==> src/assert_macros.svh <==
// Assertion macros shared by the particle table RTL.
`ifndef ASSERT_MACROS_SVH
`define ASSERT_MACROS_SVH
// Assert a property every clock unless in reset.
`define ASSERT_CLK(label, clk, rst_n, prop, msg) \
  label: assert property (@(posedge clk) disable iff (!rst_n) (prop)) else $error(msg);
// Assert that a condition implies a property in the next cycle.
`define ASSERT_NEXT(label, clk, rst_n, cond, prop, msg) \
  label: assert property (@(posedge clk) disable iff (!rst_n) (cond) |=> (prop)) \
    else $error(msg);
`endif

==> src/ptue_pkg.sv <==
// Package with request/result types and constants of the particle table engine.
`timescale 1ns / 1ps
package ptue_pkg;

  typedef enum logic [1:0] {
    REQ_SPAWN = 2'd0,
    REQ_TICK  = 2'd1,
    REQ_READ  = 2'd2,
    REQ_CLEAR = 2'd3
  } req_type_e;

  typedef struct packed {
    logic [1:0]         req_type;
    logic [4:0]         slot_sel;
    logic signed [15:0] spawn_x;
    logic signed [15:0] spawn_y;
    logic signed [15:0] speed_x;
    logic signed [15:0] speed_y;
    logic [31:0]        first_color;
    logic [31:0]        last_color;
    logic [15:0]        lifetime;
    logic [11:0]        first_size;
    logic [11:0]        last_size;
    logic [15:0]        tick_dt;
  } req_t;

  typedef struct packed {
    logic               status;
    logic [4:0]         slot_out;
    logic               slot_active;
    logic signed [15:0] cur_x;
    logic signed [15:0] cur_y;
    logic [31:0]        cur_color;
    logic [11:0]        cur_size;
    logic [15:0]        life_left;
    logic [5:0]         live_count;
  } rsp_t;

  // One slot record as stored in memory.
  typedef struct packed {
    logic signed [15:0] px;
    logic signed [15:0] py;
    logic signed [15:0] vx;
    logic signed [15:0] vy;
    logic [31:0]        col_s;
    logic [31:0]        col_e;
    logic [31:0]        col_n;
    logic [15:0]        life;
    logic [15:0]        maxl;
    logic [11:0]        sz_s;
    logic [11:0]        sz_e;
    logic [11:0]        sz_n;
  } slot_t;

  localparam int unsigned SlotW = $bits(slot_t);

  typedef enum logic [3:0] {
    ST_IDLE,
    ST_SPAWN,
    ST_READ_WAIT,
    ST_READ_OUT,
    ST_TICK_RD,
    ST_TICK_WAIT,
    ST_TICK_MUL,
    ST_TICK_DIV,
    ST_TICK_BLEND,
    ST_TICK_WR,
    ST_CLEAR,
    ST_RESP
  } be_state_e;

  // Blend one 8 or 12 bit channel by t in Q1.8 (t up to 256).
  function automatic logic [11:0] blend12(input logic [11:0] a, input logic [11:0] b,
                                          input logic [8:0] t);
    logic [21:0] s;
    s = 22'(a) * 22'(9'd256 - t) + 22'(b) * 22'(t);
    return s[19:8];
  endfunction

endpackage

==> src/ptue_front.sv <==
// Front end: accepts requests into a short queue.
`timescale 1ns / 1ps
`include "assert_macros.svh"
module ptue_front (
  input  logic          clk_i,
  input  logic          rst_ni,
  input  logic          push,
  output logic          full,
  input  ptue_pkg::req_t req_i,
  output logic          fq_valid_o,
  input  logic          fq_take_i,
  output ptue_pkg::req_t fq_req_o
);
  ptue_pkg::req_t buf_q [2];
  logic [1:0] cnt_q;
  logic rd_q, wr_q;
  logic do_push, do_pop;

  assign full       = (cnt_q == 2'd2);
  assign do_push    = push && !full;
  assign fq_valid_o = (cnt_q != 2'd0);
  assign do_pop     = fq_take_i && fq_valid_o;
  assign fq_req_o   = buf_q[rd_q];

  always_ff @(posedge clk_i) begin
    if (do_push) begin
      buf_q[wr_q] <= req_i;
    end
  end

  always_ff @(posedge clk_i or negedge rst_ni) begin
    if (!rst_ni) begin
      cnt_q <= 2'd0;
      rd_q  <= 1'b0;
      wr_q  <= 1'b0;
    end else begin
      if (do_push) wr_q <= !wr_q;
      if (do_pop) rd_q <= !rd_q;
      cnt_q <= cnt_q + 2'(do_push) - 2'(do_pop);
    end
  end

  `ASSERT_CLK(a_cnt_range, clk_i, rst_ni, cnt_q <= 2'd2, "queue count overflow")
  `ASSERT_NEXT(a_push_cnt, clk_i, rst_ni, do_push && !do_pop, cnt_q == $past(cnt_q) + 2'd1,
               "push lost")
endmodule

==> config.mk <==
export PLATFORM = sky130hd
export DESIGN_NAME = ptue_front
export DESIGN_NICKNAME = d
export VERILOG_FILES = /design/src/ptue_pkg.sv /design/src/ptue_front.sv
export VERILOG_INCLUDE_DIRS = /design/src /design/src/src
export SDC_FILE = /design/constraint.sdc
export NUM_CORES = 1
export LEC_CHECK = 0
export BUFFER_PORTS_ARGS = -buffer_cell sky130_fd_sc_hd__clkbuf_2
export CORE_AREA = 5 5 166 168
export DETAILED_ROUTE_END_ITERATION = 8
export DIE_AREA = 0 0 171 173
export PLACE_DENSITY = 0.89
export SYNTH_ARGS = -nofsm -noshare
export SYNTH_HDL_FRONTEND = slang
export SYNTH_SLANG_ARGS = --single-unit
==> constraint.sdc <==
create_clock -name clk_i -period 29.8 [get_ports clk_i]
set_input_delay 4.47 -clock clk_i [delete_from_list [all_inputs] [get_ports clk_i]]
set_output_delay 4.47 -clock clk_i [all_outputs]
set_load 0.01 [all_outputs]
==> metrics.txt <==
# TYPE chip_impl_metric gauge
chip_impl_info{name="outcome",value="finished clean"} 1
chip_impl_metric{name="timing_hold_violations_final",unit=""} 0
chip_impl_metric{name="grt_max_degree",unit=""} 85
chip_impl_metric{name="drt_pre_antenna_iters",unit=""} 4
chip_impl_metric{name="initial_standard_cell_utilization_of_the_core",unit="%"} 54.55
chip_impl_metric{name="replace_congestion",unit=""} 0.7891
chip_impl_info{name="worst_path_dominant_cell_family",value="buffers and inverters"} 1
chip_impl_info{name="endpoint_kind",value="output port"} 1
chip_impl_metric{name="filler_cell_count",unit=""} 1648
chip_impl_metric{name="die_width",unit="microns"} 171
chip_impl_metric{name="critical_path_depth",unit=""} 4
chip_impl_metric{name="vias_per_cell",unit=""} 5.268
chip_impl_metric{name="number_of_buffers_inserted_by_hold_repair_at_cts",unit=""} 0
chip_impl_metric{name="postRouteAntennaNets",unit=""} 0
chip_impl_metric{name="dieHeight",unit="microns"} 173
chip_impl_metric{name="place.port_buffers",unit=""} 387
chip_impl_metric{name="cts_made_buffers",unit=""} 37
chip_impl_info{name="setup.worst_path.start_class",value="flop"} 1
chip_impl_metric{name="avgSynthCellArea",unit="sq um"} 22.97
chip_impl_metric{name="rrSetupSlack",unit="ps"} 26830
chip_impl_info{name="reg_to_reg_startpoint",value="cnt_q[1]$_DFF_PN0_"} 1
chip_impl_metric{name="h_tree_levels",unit=""} 2
chip_impl_metric{name="cellPowerDensity",unit="nW/um^2"} 97.97
chip_impl_metric{name="maxSlewHeadroom",unit="%"} 23.94
chip_impl_metric{name="skew",unit="ps"} 13.28
chip_impl_info{name="timing_worst_setup_path_type",value="reg2out"} 1
chip_impl_metric{name="critPathRequiredTime",unit="ps"} 25330
chip_impl_info{name="timing.critical_path.slowest_stage_cell",value="sky130_fd_sc_hd__buf_4"} 1
chip_impl_info{name="top_library_cells_by_usage_in_the_layout_fill_and_taps_aside",value="387 x sky130_fd_sc_hd__clkbuf_2, 382 x sky130_fd_sc_hd__edfxtp_1, 191 x sky130_fd_sc_hd__mux2_2, 37 x sky130_fd_sc_hd__clkbuf_16, 8 x sky130_fd_sc_hd__clkbuf_1"} 1
chip_impl_metric{name="post_cts.repair.setup_buffers",unit=""} 0
chip_impl_metric{name="clkSlewWorstSetupHoldPaths",unit="ps"} 60
chip_impl_info{name="final_common_cell",value="sky130_fd_sc_hd__clkbuf_2"} 1
chip_impl_metric{name="number_of_max_cap_violations",unit=""} 0
chip_impl_metric{name="core_region_area",unit="sq um"} 25760
chip_impl_info{name="critical_path.most_common_cell",value="sky130_fd_sc_hd__buf_4"} 1
chip_impl_metric{name="postSynthRegisterBits",unit=""} 386
chip_impl_metric{name="mapped_area",unit="sq um"} 14050
chip_impl_metric{name="synthesis.nets",unit=""} 809
chip_impl_metric{name="rr_worst_depth",unit=""} 4
chip_impl_info{name="worst_hold_startpoint",value="cnt_q[0]$_DFF_PN0_"} 1
chip_impl_metric{name="grt.total_usage",unit="%"} 18.64
chip_impl_metric{name="io-pin-count",unit=""} 388
chip_impl_metric{name="antenna-diode-count",unit=""} 0
chip_impl_metric{name="nets",unit=""} 1220
chip_impl_metric{name="final_max_slew_viol_count",unit=""} 0
chip_impl_metric{name="synth.yosys.seq_area_share",unit="%"} 82.33
chip_impl_metric{name="ys.warnings.count",unit=""} 0
chip_impl_metric{name="grt_first_pass_wirelength",unit="microns"} 42880
chip_impl_metric{name="share_of_final_layout_standard_cells_stronger_than_drive_strength_1",unit="%"} 60.92
chip_impl_metric{name="timing_worst_slew_pin_value",unit="ps"} 1141
chip_impl_metric{name="setup-tns-final",unit="ps"} 0
chip_impl_metric{name="synth_cell_type_count",unit=""} 15
chip_impl_metric{name="cts_sinks",unit=""} 386
chip_impl_info{name="crit_path_start",value="rd_q$_DFFE_PN0P_"} 1
chip_impl_metric{name="totalWireLength",unit="microns"} 28540
chip_impl_metric{name="die-area",unit="sq um"} 29580
chip_impl_metric{name="detail_route.wl_per_cell",unit="microns"} 20.70
chip_impl_info{name="rsz0062_at_grt",value="false"} 1
chip_impl_metric{name="clk_latency",unit="ps"} 500
chip_impl_metric{name="netlist_instances",unit=""} 612
chip_impl_metric{name="static-leakage-power",unit="uW"} 0.006571
chip_impl_metric{name="layout-area-overhead-vs-synth",unit="%"} 23.24
chip_impl_info{name="cts_root_buffer",value="sky130_fd_sc_hd__clkbuf_16"} 1
chip_impl_metric{name="final_hpwl_dp",unit="microns"} 19370
chip_impl_info{name="crit_path_end",value="fq_req_o[129]"} 1
chip_impl_metric{name="clock_path_buffers",unit=""} 3
chip_impl_metric{name="power.ir.vdd_worst",unit="uV"} 77.40
chip_impl_metric{name="gr-total-overflow",unit=""} 0
chip_impl_metric{name="cts-resized-gates",unit=""} 0
chip_impl_metric{name="setup_viol",unit=""} 0
chip_impl_info{name="tritoncts",value="done"} 1
chip_impl_metric{name="worstPathMaxFanout",unit=""} 82
chip_impl_info{name="crit_path_cell_trace",value="buf_4 -> buf_4 -> mux2_2 -> clkbuf_2"} 1
chip_impl_metric{name="count_of_standard_cell_rows",unit=""} 59
chip_impl_metric{name="post-route-drc-count",unit=""} 0
chip_impl_metric{name="arrival",unit="ps"} 3690
chip_impl_info{name="rr_endpoint",value="buf_q[0][150]$_DFFE_PP_"} 1
chip_impl_metric{name="drt_iter0_drc",unit=""} 509
chip_impl_metric{name="max_incr_delay_on_cp",unit="ps"} 900
chip_impl_metric{name="worst_hold_slack",unit="ps"} 546.9
chip_impl_metric{name="cp_num_buf_inv",unit=""} 3
chip_impl_metric{name="detailroute.via_count",unit=""} 7264
chip_impl_metric{name="fmaxAchievable",unit="MHz"} 122.5
chip_impl_metric{name="finalCritPeriodShare",unit="%"} 27.39
chip_impl_metric{name="layout_min_cycle_time",unit="ps"} 8164
chip_impl_info{name="type_of_the_tightest_min_delay_check",value="reg2reg"} 1
chip_impl_metric{name="number_of_global_route_vias_before_repair",unit=""} 7881
chip_impl_metric{name="grt_antenna_before_repair",unit=""} 0
logic make-up (layout without fill, tap and decap cells):
kind of cell / after synthesis / count (layout) / synth area share, %
flip-flops: 386 / 386 / 82.33
multiplexers: 191 / 191 / 15.30
buffers and inverters: 23 / 455 / 1.691
AND/OR/NAND/NOR: 6 / 6 / 0.2493
XOR/XNOR: 4 / 4 / 0.2493
adder cells (fa/ha/maj): 2 / 2 / 0.1780
sequential cells by signal, summed over array words and instances (netlist names):
| register | cells |
|---|---|
| wr_q | 1 |
| rd_q | 1 |
| cnt_q | 2 |
| buf_q | 382 |
cells in the mapped netlist, drive strengths merged:
library cell	count	share of area, %
edfxtp	382	82
mux2	191	15
buf	21	1.6
dfrtp	4	0.71
xnor2	3	0.19
ha	2	0.18
inv	2	0.053
and2	1	0.053
and3	1	0.045
nand2	1	0.027
nor2	1	0.027
or2	1	0.045
or2b	1	0.053
xor2	1	0.062
final cells by class:
class	count	area, sq um	share of cell area (%)
Tap cell	335	419.2	2.420
Timing Repair Buffer	393	1982	11.44
Clock buffer	45	955.9	5.519
Sequential cell	386	11570	66.83
Multi-Input combinational cell	203	2258	13.04
Clock inverter	15	122.6	0.7079
Inverter	2	7.507	0.04334
how the worst min path moves through the flow:
stage / cells after the start / endpoint / slack (ps)
after CTS: 1 / cnt_q[0]$_DFF_PN0_ / 550
after detailed placement: 1 / cnt_q[0]$_DFF_PN0_ / 530
after global routing: 1 / cnt_q[0]$_DFF_PN0_ / 580
after global placement: 1 / cnt_q[0]$_DFF_PN0_ / 500
final: 1 / cnt_q[0]$_DFF_PN0_ / 550
after floorplan: 1 / wr_q$_DFFE_PN0N_ / 460
layer usage:
layer	track usage [%]	vias to the layer above	share of wire [%]
li1	-	3263	-
met3	4.589	69	8.6
met5	0	-	0
met4	7.032	0	3.4
met2	33.80	339	54
met1	21.11	3593	34
report_power, final:
part / internal [uW] / leakage [uW] / switching, uW
logic: 216 / 0.00244 / 277
registers: 744 / 0.00359 / 35.3
clock network: 244 / 0.000533 / 179
total: 1200 / 0.00657 / 492
stage by stage:
step / util [%] / cell area (sq um) / power (uW) / std cells / worst slack (ps)
after floorplan: - / 14050 / 1141 / 612 / 16570
after global placement: 63.04 / 16240 / 1274 / 1319 / 22110
after detailed placement: 63.04 / 16240 / 1291 / 1319 / 22100
after CTS: 67.23 / 17320 / 1720 / 1379 / 21570
after global routing: 67.23 / 17320 / 1776 / 1379 / 21430
final: 67.23 / 17320 / 1697 / 1379 / 21640
No activity file was read; power rests on OpenSTA's default activity.
